===== src/sv/hma_pkg.sv =====
// Shared widths and types for the triangle mesh area accumulator.
package hma_pkg;

	localparam int COORD_BITS = 32;
	localparam int IN_W       = 32;
	localparam int DIFF_W     = COORD_BITS + 1;
	localparam int SQ_W       = 2 * DIFF_W + 2;
	localparam int EDGE_W     = SQ_W / 2;
	localparam int FAC_W      = EDGE_W + 2;
	localparam int MB_W       = FAC_W;
	localparam int PROD_W     = 4 * FAC_W;
	localparam int ROOT_W     = PROD_W / 2;
	localparam int SQ_SHIFT   = PROD_W - SQ_W;
	localparam int AREA_SHIFT = 18;
	localparam int AREA_W     = 63;
	localparam int CNT_W      = $clog2(ROOT_W + 1);
	localparam int MCNT_W     = $clog2(MB_W + 1);
	localparam int IN_DATA_W  = 9 * IN_W;
	localparam int OUT_DATA_W = ((2 * AREA_W + 7) / 8) * 8;

	typedef logic [DIFF_W-1:0] diff_t;

	// d[edge][axis]: edge 0 is B-C, 1 is A-C, 2 is A-B
	typedef struct packed {
		diff_t [2:0][2:0] d;
		logic             last;
	} item_t;

	typedef struct packed {
		logic             start;
		logic [CNT_W-1:0] steps;
	} sq_req_t;

endpackage


===== src/sv/hma_front.sv =====
// Front end: sign-extends the vertices and forms absolute coordinate differences.
module hma_front import hma_pkg::*; (
	input  logic [IN_DATA_W-1:0] in_data,
	input  logic                 in_last,
	output item_t                item
);

	logic signed [DIFF_W-1:0] crd [9];

	always_comb begin
		for (int i = 0; i < 9; i++) begin
			crd[i] = DIFF_W'($signed(in_data[i*IN_W +: COORD_BITS]));
		end
	end

	function automatic diff_t absdiff(input logic signed [DIFF_W-1:0] p,
		input logic signed [DIFF_W-1:0] q);
		logic signed [DIFF_W-1:0] d;
		d = p - q;
		return d[DIFF_W-1] ? diff_t'(-d) : diff_t'(d);
	endfunction

	always_comb begin
		item.last = in_last;
		for (int k = 0; k < 3; k++) begin
			item.d[0][k] = absdiff(crd[3 + k], crd[6 + k]);
			item.d[1][k] = absdiff(crd[k], crd[6 + k]);
			item.d[2][k] = absdiff(crd[k], crd[3 + k]);
		end
	end

endmodule


===== src/sv/hma_fifo.sv =====
// Two-entry queue between the front end and the arithmetic back end.
module hma_fifo import hma_pkg::*; (
	input  logic  clk,
	input  logic  arst_n,
	input  logic  push,
	input  item_t push_item,
	output logic  full,
	input  logic  pop,
	output logic  not_empty,
	output item_t pop_item
);

	item_t      mem_q [2];
	logic       wr_q;
	logic       rd_q;
	logic [1:0] cnt_q;

	assign full      = (cnt_q == 2'd2);
	assign not_empty = (cnt_q != 2'd0);
	assign pop_item  = mem_q[rd_q];

	always_ff @(posedge clk) begin
		if (push) begin
			mem_q[wr_q] <= push_item;
		end
	end

	always_ff @(posedge clk or negedge arst_n) begin
		if (!arst_n) begin
			wr_q  <= 1'b0;
			rd_q  <= 1'b0;
			cnt_q <= 2'd0;
		end else begin
			if (push) begin
				wr_q <= ~wr_q;
			end
			if (pop) begin
				rd_q <= ~rd_q;
			end
			if (push && !pop) begin
				cnt_q <= cnt_q + 2'd1;
			end else if (pop && !push) begin
				cnt_q <= cnt_q - 2'd1;
			end
		end
	end

endmodule


===== src/sv/hma_sqrt.sv =====
// Iterative integer square root, one result bit per cycle from the top.
module hma_sqrt import hma_pkg::*; (
	input  logic              clk,
	input  logic              arst_n,
	input  sq_req_t           req,
	input  logic [PROD_W-1:0] radicand,
	output logic              done,
	output logic [ROOT_W-1:0] root
);

	logic [PROD_W-1:0] x_q;
	logic [ROOT_W+1:0] rem_q;
	logic [ROOT_W-1:0] root_q;
	logic [CNT_W-1:0]  cnt_q;
	logic              busy_q;
	logic [ROOT_W+1:0] rem2;
	logic [ROOT_W+1:0] trial;
	logic              ge;

	assign rem2  = {rem_q[ROOT_W-1:0], x_q[PROD_W-1 -: 2]};
	assign trial = {root_q, 2'b01};
	assign ge    = (rem2 >= trial);
	assign done  = busy_q && (cnt_q == CNT_W'(1));
	assign root  = {root_q[ROOT_W-2:0], ge};

	always_ff @(posedge clk) begin
		if (req.start) begin
			x_q    <= radicand;
			rem_q  <= '0;
			root_q <= '0;
		end else if (busy_q) begin
			x_q    <= x_q << 2;
			rem_q  <= ge ? (rem2 - trial) : rem2;
			root_q <= root;
		end
	end

	always_ff @(posedge clk or negedge arst_n) begin
		if (!arst_n) begin
			busy_q <= 1'b0;
			cnt_q  <= '0;
		end else if (req.start) begin
			busy_q <= 1'b1;
			cnt_q  <= req.steps;
		end else if (busy_q) begin
			cnt_q <= cnt_q - CNT_W'(1);
			if (cnt_q == CNT_W'(1)) begin
				busy_q <= 1'b0;
			end
		end
	end

endmodule


===== src/sv/hma_back.sv =====
// Back end: edge lengths, Heron product, area root and saturating mesh total.
module hma_back import hma_pkg::*; (
	input  logic              clk,
	input  logic              arst_n,
	input  logic              q_valid,
	input  item_t             q_item,
	output logic              q_pop,
	output logic              out_valid,
	input  logic              out_ready,
	output logic [AREA_W-1:0] out_area,
	output logic [AREA_W-1:0] out_total,
	output logic              out_last
);

	typedef enum logic [2:0] {
		S_IDLE, S_SQ, S_ESQ, S_FAC, S_PM, S_ASQ, S_OUT
	} state_t;

	state_t              state_q;
	item_t               item_q;
	logic [EDGE_W-1:0]   edge_q [3];
	logic [FAC_W-1:0]    fac_q [3];
	logic [1:0]          ei_q;
	logic [1:0]          k_q;
	logic [1:0]          pi_q;
	logic [MCNT_W-1:0]   mcnt_q;
	logic [PROD_W-1:0]   ma_q;
	logic [MB_W-1:0]     mb_q;
	logic [PROD_W-1:0]   acc_q;
	logic [AREA_W-1:0]   sum_q;
	logic [PROD_W-1:0]   acc_next;
	logic signed [FAC_W:0] xa, xb, xc, f1, f2, f3, per;
	logic                pos;
	sq_req_t             sq_req;
	logic [PROD_W-1:0]   sq_rad;
	logic                sq_done;
	logic [ROOT_W-1:0]   sq_root;
	logic [AREA_W-1:0]   area_fin;
	logic [AREA_W:0]     total_raw;
	logic [AREA_W-1:0]   total_sat;
	logic                finish;

	hma_sqrt u_sqrt (
		.clk      (clk),
		.arst_n   (arst_n),
		.req      (sq_req),
		.radicand (sq_rad),
		.done     (sq_done),
		.root     (sq_root)
	);

	assign acc_next = acc_q + (mb_q[0] ? ma_q : '0);

	assign xa  = $signed({{(FAC_W+1-EDGE_W){1'b0}}, edge_q[0]});
	assign xb  = $signed({{(FAC_W+1-EDGE_W){1'b0}}, edge_q[1]});
	assign xc  = $signed({{(FAC_W+1-EDGE_W){1'b0}}, edge_q[2]});
	assign f1  = xb + xc - xa;
	assign f2  = xa + xc - xb;
	assign f3  = xa + xb - xc;
	assign per = xa + xb + xc;
	assign pos = (f1 > 0) && (f2 > 0) && (f3 > 0);

	always_comb begin
		sq_req.start = 1'b0;
		sq_req.steps = CNT_W'(SQ_W / 2);
		sq_rad       = acc_next << SQ_SHIFT;
		if (mcnt_q == MCNT_W'(1)) begin
			if (state_q == S_SQ && k_q == 2'd2) begin
				sq_req.start = 1'b1;
			end else if (state_q == S_PM && pi_q == 2'd2) begin
				sq_req.start = 1'b1;
				sq_req.steps = CNT_W'(ROOT_W);
				sq_rad       = acc_next;
			end
		end
	end

	assign area_fin  = (state_q == S_ASQ) ? AREA_W'(sq_root[ROOT_W-1:AREA_SHIFT]) : '0;
	assign total_raw = {1'b0, sum_q} + {1'b0, area_fin};
	assign total_sat = total_raw[AREA_W] ? {AREA_W{1'b1}} : total_raw[AREA_W-1:0];
	assign finish    = (state_q == S_FAC && !pos) || (state_q == S_ASQ && sq_done);
	assign q_pop     = (state_q == S_IDLE) && q_valid;

	always_ff @(posedge clk or negedge arst_n) begin
		if (!arst_n) begin
			state_q   <= S_IDLE;
			out_valid <= 1'b0;
			sum_q     <= '0;
			ei_q      <= '0;
			k_q       <= '0;
			pi_q      <= '0;
			mcnt_q    <= '0;
		end else begin
			if (finish) begin
				out_area  <= area_fin;
				out_total <= total_sat;
				out_last  <= item_q.last;
				out_valid <= 1'b1;
				sum_q     <= item_q.last ? '0 : total_sat;
			end
			case (state_q)
				S_IDLE: begin
					if (q_valid) begin
						item_q <= q_item;
						ei_q   <= 2'd0;
						k_q    <= 2'd0;
						acc_q  <= '0;
						ma_q   <= PROD_W'(q_item.d[0][0]);
						mb_q   <= MB_W'(q_item.d[0][0]);
						mcnt_q <= MCNT_W'(MB_W);
						state_q <= S_SQ;
					end
				end
				S_SQ: begin
					acc_q  <= acc_next;
					ma_q   <= ma_q << 1;
					mb_q   <= mb_q >> 1;
					mcnt_q <= mcnt_q - MCNT_W'(1);
					if (mcnt_q == MCNT_W'(1)) begin
						if (k_q == 2'd2) begin
							state_q <= S_ESQ;
						end else begin
							// next axis of the same edge
							k_q    <= k_q + 2'd1;
							ma_q   <= PROD_W'(item_q.d[ei_q][k_q + 2'd1]);
							mb_q   <= MB_W'(item_q.d[ei_q][k_q + 2'd1]);
							mcnt_q <= MCNT_W'(MB_W);
						end
					end
				end
				S_ESQ: begin
					if (sq_done) begin
						edge_q[ei_q] <= sq_root[EDGE_W-1:0];
						if (ei_q == 2'd2) begin
							state_q <= S_FAC;
						end else begin
							ei_q   <= ei_q + 2'd1;
							k_q    <= 2'd0;
							acc_q  <= '0;
							ma_q   <= PROD_W'(item_q.d[ei_q + 2'd1][0]);
							mb_q   <= MB_W'(item_q.d[ei_q + 2'd1][0]);
							mcnt_q <= MCNT_W'(MB_W);
							state_q <= S_SQ;
						end
					end
				end
				S_FAC: begin
					if (pos) begin
						fac_q[0] <= f1[FAC_W-1:0];
						fac_q[1] <= f2[FAC_W-1:0];
						fac_q[2] <= f3[FAC_W-1:0];
						acc_q    <= '0;
						ma_q     <= PROD_W'(per[FAC_W-1:0]);
						mb_q     <= f1[FAC_W-1:0];
						mcnt_q   <= MCNT_W'(MB_W);
						pi_q     <= 2'd0;
						state_q  <= S_PM;
					end else begin
						state_q <= S_OUT;
					end
				end
				S_PM: begin
					acc_q  <= acc_next;
					ma_q   <= ma_q << 1;
					mb_q   <= mb_q >> 1;
					mcnt_q <= mcnt_q - MCNT_W'(1);
					if (mcnt_q == MCNT_W'(1)) begin
						if (pi_q == 2'd2) begin
							state_q <= S_ASQ;
						end else begin
							// fold the product so far against the next factor
							pi_q   <= pi_q + 2'd1;
							acc_q  <= '0;
							ma_q   <= acc_next;
							mb_q   <= fac_q[pi_q + 2'd1];
							mcnt_q <= MCNT_W'(MB_W);
						end
					end
				end
				S_ASQ: begin
					if (sq_done) begin
						state_q <= S_OUT;
					end
				end
				S_OUT: begin
					if (out_ready) begin
						out_valid <= 1'b0;
						state_q   <= S_IDLE;
					end
				end
				default: begin
					state_q <= S_IDLE;
				end
			endcase
		end
	end

endmodule


===== src/sv/triangle_mesh_area_accumulator_unit.sv =====
// Top level of the triangle mesh area accumulator.
// One triangle is taken per transaction on the s_ side and gives one result on the m_ side.
// Work on a triangle is set by the one shared shift-add multiplier
// (one bit of the multiplier a cycle) and the square root unit (one root bit a cycle);
// a two-entry queue lets two further triangles be taken meanwhile.
// The mesh total saturates at 2^63-1 and is cleared after the result that carries tlast.
module triangle_mesh_area_accumulator_unit import hma_pkg::*; (
	input  logic                  clk,
	input  logic                  arst_n,
	input  logic                  s_tvalid,
	output logic                  s_tready,
	input  logic [IN_DATA_W-1:0]  s_tdata,  // ax, ay, az, bx, by_coord, bz, cx, cy, cz
	input  logic                  s_tlast,  // last_triangle
	output logic                  m_tvalid,
	input  logic                  m_tready,
	output logic [OUT_DATA_W-1:0] m_tdata,  // triangle_area, total_area, zero pad
	output logic                  m_tlast   // mesh_done
);

	item_t             fr_item;
	item_t             q_item;
	logic              q_full;
	logic              q_valid;
	logic              q_pop;
	logic [AREA_W-1:0] area;
	logic [AREA_W-1:0] total;

	hma_front u_front (
		.in_data (s_tdata),
		.in_last (s_tlast),
		.item    (fr_item)
	);

	assign s_tready = !q_full;

	hma_fifo u_fifo (
		.clk       (clk),
		.arst_n    (arst_n),
		.push      (s_tvalid && !q_full),
		.push_item (fr_item),
		.full      (q_full),
		.pop       (q_pop),
		.not_empty (q_valid),
		.pop_item  (q_item)
	);

	hma_back u_back (
		.clk       (clk),
		.arst_n    (arst_n),
		.q_valid   (q_valid),
		.q_item    (q_item),
		.q_pop     (q_pop),
		.out_valid (m_tvalid),
		.out_ready (m_tready),
		.out_area  (area),
		.out_total (total),
		.out_last  (m_tlast)
	);

	assign m_tdata = {{(OUT_DATA_W - 2*AREA_W){1'b0}}, total, area};

endmodule


===== config.mk =====
export PLATFORM = sky130hd
export DESIGN_NAME = triangle_mesh_area_accumulator_unit
export DESIGN_NICKNAME = d
export VERILOG_FILES = /design/src/sv/hma_pkg.sv /design/src/sv/hma_front.sv /design/src/sv/hma_fifo.sv /design/src/sv/hma_sqrt.sv /design/src/sv/hma_back.sv /design/src/sv/triangle_mesh_area_accumulator_unit.sv
export SDC_FILE = /design/constraint.sdc
export NUM_CORES = 2
export LEC_CHECK = 0
export BUFFER_PORTS_ARGS = -buffer_cell sky130_fd_sc_hd__buf_2
export CAP_MARGIN = 10
export CORE_ASPECT_RATIO = 1.4
export CORE_UTILIZATION = 30
export CTS_CLUSTER_DIAMETER = 120
export DETAILED_ROUTE_END_ITERATION = 8
export GPL_ROUTABILITY_DRIVEN = 1
export REMOVE_ABC_BUFFERS = 1
export SYNTH_ARGS = -nofsm -noshare
export SYNTH_HDL_FRONTEND = slang
export SYNTH_SLANG_ARGS = --single-unit

===== constraint.sdc =====
create_clock -name clk -period 19 [get_ports clk]
set_input_delay 3.8 -clock clk [delete_from_list [all_inputs] [get_ports clk]]
set_output_delay 3.8 -clock clk [all_outputs]
set_load 0.01 [all_outputs]

# [After elaboration in Yosys (flattened, before gate mapping)]
# Memory sizes are Yosys's and may differ from the RTL's.
# Index checks and enable logic that the tools add are counted.
# Widths: inputs -> output; s select.
[op_classes] addsub=35 reduce_logical=34 n_mul=0 bitwise_logic=2 div=0 mux=105 order_cmp=7 n_shift=0 n_eq_ne=24
[ops] cell="$mux 144" n=20
[ops] cell="$pmux 144 s5" n=2
[ops] cell="$bmux 99 s2" n=2
[ops] cell="$mux 33" n=11
[ops] cell="$neg 33->33" n=9
[ops] cell="$sub 32x32->33" n=9
[ops] cell="$mux 36" n=7
[ops] cell="$pmux 36 s5" n=1
[ops] cell="$add 144x144->144" n=1
[ops] cell="$mux 63" n=2
[ops] cell="$gt 37x1->1 const B" n=3
[ops] cell="$sub 37x35->37" n=3
[ops] cell="$add 34x34->35" n=3
[ops] cell="$mux 99" n=1
[ops] cell="$ge 74x74->1" n=1
[ops] cell="$mux 72" n=1
[ops] cell="$sub 72x72->72" n=1
[ops] cell="$bmux 33 s2" n=1
[ops] cell="$add 63x63->64" n=1
[ops] cell="$mux 54" n=1
[ops] cell="$mux 6" n=8
[ops] cell="$add 36x35->36" n=1
[ops] cell="$mux 35" n=1
[ops] cell="$pmux 6 s5" n=1
[ops] cell="35 further kinds" n=116
[word_totals] out_inout_bits=131 register_bits=1128 elab_cells=241 input_bits=293 memories=3 ramBits=806 latchBits=0 romBits=0
[mem_list] name="u_fifo.mem_q" words=2 word_bits=298 read_ports=1 rd_ports_with_merged_regs=0 write_ports=1 line_no="hma_fifo.sv:13" source="item_t mem_q [2];"
[mem_list] name="u_back.fac_q" words=3 word_bits=36 read_ports=1 rd_ports_with_merged_regs=0 write_ports=3 line_no="hma_back.sv:22" source="logic [FAC_W-1:0] fac_q [3];"
[mem_list] name="u_back.edge_q" words=3 word_bits=34 read_ports=3 rd_ports_with_merged_regs=0 write_ports=1 line_no="hma_back.sv:21" source="logic [EDGE_W-1:0] edge_q [3];"

# [Depth between registers and ports, before layout]
# An unclocked memory read counts as a cell.
[depth] ltp_word=12 depth_mapped=34 mapped_depth_nobuf=32

# [Hierarchy]
# Synthesis repeated with hierarchy kept, for this count alone.
[hier_totals] hier_cells=12837 hier_area_um2=130041.0
[modules_own_cells] module="hma_back" cells_per_inst=6530 area_each_um2=66423.7 seq_area_each_um2=30444.2 instances=1
[modules_own_cells] module="hma_front" cells_per_inst=3496 area_each_um2=23347.4 seq_area_each_um2=0.0 instances=1
[modules_own_cells] module="hma_fifo" cells_per_inst=943 area_each_um2=22500.3 seq_area_each_um2=17997.3 instances=1
[modules_own_cells] module="hma_sqrt" cells_per_inst=1863 area_each_um2=17740.8 seq_area_each_um2=7407.1 instances=1
[modules_own_cells] module="triangle_mesh_area_accumulator_unit" cells_per_inst=5 area_each_um2=28.8 seq_area_each_um2=0.0 instances=1

# [Worst setup path after synthesis]
# OpenSTA, ideal clock, no wires.
[synth_timing] path_type="flip-flop to flip-flop" startpoint="memory u_back.edge_q[2][1] (netlist name)" endpoint="register u_back.acc_q[0], enable pin" arrival_time_ns=19.602 synth_period_minus_slack_ns=20.619 n_path_buf=1 setup_time_ns=1.017 t_required_ns=17.983 slack_ns=-1.619 path_stages_with_launch=33 cell_sequence="edfxtp_1 inv_1 fa_1 nor2b_1 o21a_1 o21ai_0 a21o_1 nand3_1 o311a_1 a211o_1 a21oi_1 o21bai_1 a21oi_1 o21bai_1 a21oi_1 o21bai_1 a21oi_1 xnor2_1 ha_1 clkbuf_1 a21o_1 or3_1 nor3_1 nor2_1 a31o_2 xor2_1 nor3_1 nand4_1 nand2_1 a211oi_1 nand3_1 a311o_1 nor2_1"
[synth_lines] item="start: declaration" line_no="hma_back.sv:21"
[synth_lines] item="end signal: assignment" line_no="hma_back.sv:115" source="acc_q <= acc_next;"
[synth_lines] item="end signal: assignment" line_no="hma_back.sv:163" source="acc_q <= acc_next;"
[synth_lines] item="end: declaration" line_no="hma_back.sv:29" source="logic [PROD_W-1:0] acc_q;"

==> results.toml <==
[synth]
synth_area_mm2 = 0.124
synth_seq_area_share_pct = 44.9
ys_seq_elements = 1925
synth_cell_type_count = 106
synth-async-reset-ratio_pct = 4.73
synth_area_leaders = "edfxtp_1, ha_1, xnor2_1"
synth_top_cell_area_share_pct = 40.8
yosys.area.top_type = "edfxtp_1"
synth-main-ff-cell = "edfxtp_1"
syn_avg_cell_area_um2 = 10.2
ys_warn_count = 0
syn_inst = 12224
synth_edf_count = 1690

[timing]
layout_setup_ws_ns = 7.99
fin_crit_ns = 11.01
rsz0062_at_grt = "false"
final_hold_viol_count = 0
maxSlewViolCount = 0
period_share_pct = 57.9
relSlewSlack_pct = 22.9
skew_ns = 0.0722
setup_viol = 0
worst_pin_slew_ns = 1.16
fin_hold_ws_ns = 0.444
fmax_ghz = 0.0908
tns_ns = 0

[place]
gp_congestion = 0.964
io_buffer_count = 412
place_inst = 17706
dp_hpwl_um = 306000
place_area_mm2 = 0.133
place_ws_ns = 8.11

[detailed_routing]
firstDrtPassIters = 7
wl_per_cell_um = 22.2
drt-total-wl_um = 402000
ant_nets = 0
vias_per_cell = 5.28
drt_iter0_drc = 7160
drc = 8
vias = 95546

[global_route]
grt_pass1_vias = 93149
track_usage_pct = 18.5
antenna_found_initial = 28
gr-total-overflow = 0
grt_pass1_wl_um = 590000
grt_max_degree = 155

[run_status]
failed_checks = "design-rule violations"
status = "complete, but fails checks"

[critical_path]
start_kind = "flip-flop"
crit_required_ns = 19.51
crit_slowest_cell = "buf_4"
cp_top_family = "compound AO/OA/AOI/OAI gates"
regToRegSetupSlack_ns = 7.99
critPathBufInv = 3
end_kind = "flip-flop"
cp.arrival_ns = 11.51
slowest_delay_ns = 0.90
worstPathMaxFanout = 79
critPathKind = "flip-flop to flip-flop"

[floorplanning]
die_y_um = 764
ioPinCount = 424
initial_utilization_pct = 30.2
die_w_um = 546
core_mm2 = 0.413
dieArea_mm2 = 0.417
row_count = 279

[pwr]
vdd.ir_drop.worst_uv = 330
power.switching_mw = 9.24
p_seq_share_pct = 30.8
fin_total_pwr_mw = 21.5
p_sw_share_pct = 43.0
power_frac_clock_pct = 19.0
leakage_nw = 54.6
combPwrFrac_pct = 50.2
internal_power_mw = 12.2
powerDensity_mw_per_mm2 = 154

[clock_tree]
clock-root-buffer = "clkbuf_16"
cts_setup_buffers = 0
clock_path_buffers = 4
worst_skew_pair.late_latency_ns = 0.91
cts_hold_buf = 0
h-tree-depth = 4
cts_buffers = 202
cts_sinks = 1925
clkTransAtPathRegs_ns = 0.07
post_cts_resized = 0
cts_tree = "done"

[cells_and_area]
final_cells = 18096
seqCellArea_mm2 = 0.0559
areaGrowthSynthToFinish_pct = 11.9
fin_util_pct = 33.8
fin_nets = 13559
final_common_cell = "edfxtp_1"
multi_input_area_mm2 = 0.0639
final_area_mm2 = 0.139
n_fill_cell = 41988
final_cell_mix = "edfxtp_1, a21oi_1, nand2_1"
layout-drive-gt1-share_pct = 11.0

[hold_path]
hold_class = "flip-flop to flip-flop"

[run]
maxCapViolCount = 0
==> flip-flops by register name (all words and copies together) (netlist names), 72 cells and up <==
signal                cells
u_back.ma_q             144
u_back.u_sqrt.root_q     72
u_back.fac_q            108
u_back.edge_q           102
u_back.acc_q            144
u_back.u_sqrt.rem_q      72
u_back.item_q           298
u_fifo.mem_q            596
u_back.u_sqrt.x_q       144
==> tightest hold or removal path: cells and delay by family (launching register included) <==
kind            cells  cell delay, ns
simple gates        1            0.06
flops               1            0.33
compound gates      1            0.07
==> power groups by stage <==
stage	Combinational [mW]	Sequential [mW]	Clock, mW
after global placement	10.7	6.66	0
after CTS	10.8	6.61	4.16
after global routing	11.7	6.70	4.29
final	10.8	6.61	4.07
after floorplan	7.36	6.98	0
after detailed placement	10.7	6.69	0
==> Yosys cell counts, drive strengths merged, types with 71 or more instances <==
| library cell | n |
|---|---|
| edfxtp | 1690 |
| a21oi | 948 |
| nand2 | 913 |
| ha | 816 |
| nor2 | 812 |
| inv | 731 |
| o21ai | 726 |
| xnor2 | 665 |
| clkbuf | 473 |
| a21o | 381 |
| mux2 | 357 |
| and2 | 285 |
| xor2 | 285 |
| mux2i | 231 |
| nor3 | 200 |
| nand3 | 195 |
| a31oi | 145 |
| dfxtp | 144 |
| o21bai | 142 |
| a22o | 124 |
| nand4 | 122 |
| nor2b | 122 |
| nor4 | 121 |
| o21a | 108 |
| nand2b | 105 |
| and3 | 100 |
| dfrtp | 91 |
| a211oi | 85 |
| or3 | 79 |
| o31ai | 78 |
| buf | 71 |
==> logic make-up after synthesis <==
| group | synth area share [%] |
|---|---|
| buf+inv | 3.92 |
| flops | 44.9 |
| fa+ha+maj | 8.50 |
| mux | 5.62 |
| simple gates | 12.6 |
| xor+xnor | 6.69 |
| other cells | 0.00301 |
| compound gates | 17.7 |
==> worst paths after layout <==
path | start | end | depth (start not counted)
min in group asynchronous | arst_n | u_back.sum_q[14]$_DFFE_PN0P_ | 1
worst max register to register | u_back.edge_q[2][1]$_DFFE_PP_ | u_back.ma_q[122]$_DFFE_PP_ | 31
worst min register to register | u_back.u_sqrt.rem_q[66]$_SDFFE_PP0P_ | u_back.u_sqrt.rem_q[68]$_SDFFE_PP0P_ | 2
worst min-delay path | u_back.u_sqrt.rem_q[66]$_SDFFE_PP0P_ | u_back.u_sqrt.rem_q[68]$_SDFFE_PP0P_ | 2
max in group asynchronous | arst_n | u_back.state_q[1]$_DFFE_PN0P_ | 2
worst max-delay path | u_back.edge_q[2][1]$_DFFE_PP_ | u_back.ma_q[122]$_DFFE_PP_ | 31
==> layout make-up <==
cell class                 count  share of cell area (%)
antenna                       29                  0.0521
clock buffer                 245                    3.91
clock inverter               115                   0.846
inverter                     731                    1.97
multi-input combinational   9034                    45.9
sequential                  1925                    40.2
tap                         5479                    4.92
timing repair buffer         538                    2.26
==> per-layer routing <==
layer | up-vias | share of wire [%] | GRT usage [%]
met5 | - | 0.015 | 0
met4 | 10 | 5.8 | 9.86
met3 | 686 | 4.4 | 2.06
met2 | 2577 | 50 | 33.4
met1 | 46625 | 40 | 21.5
li1 | 45648 | - | -
Power figures use the tool's default switching activity.
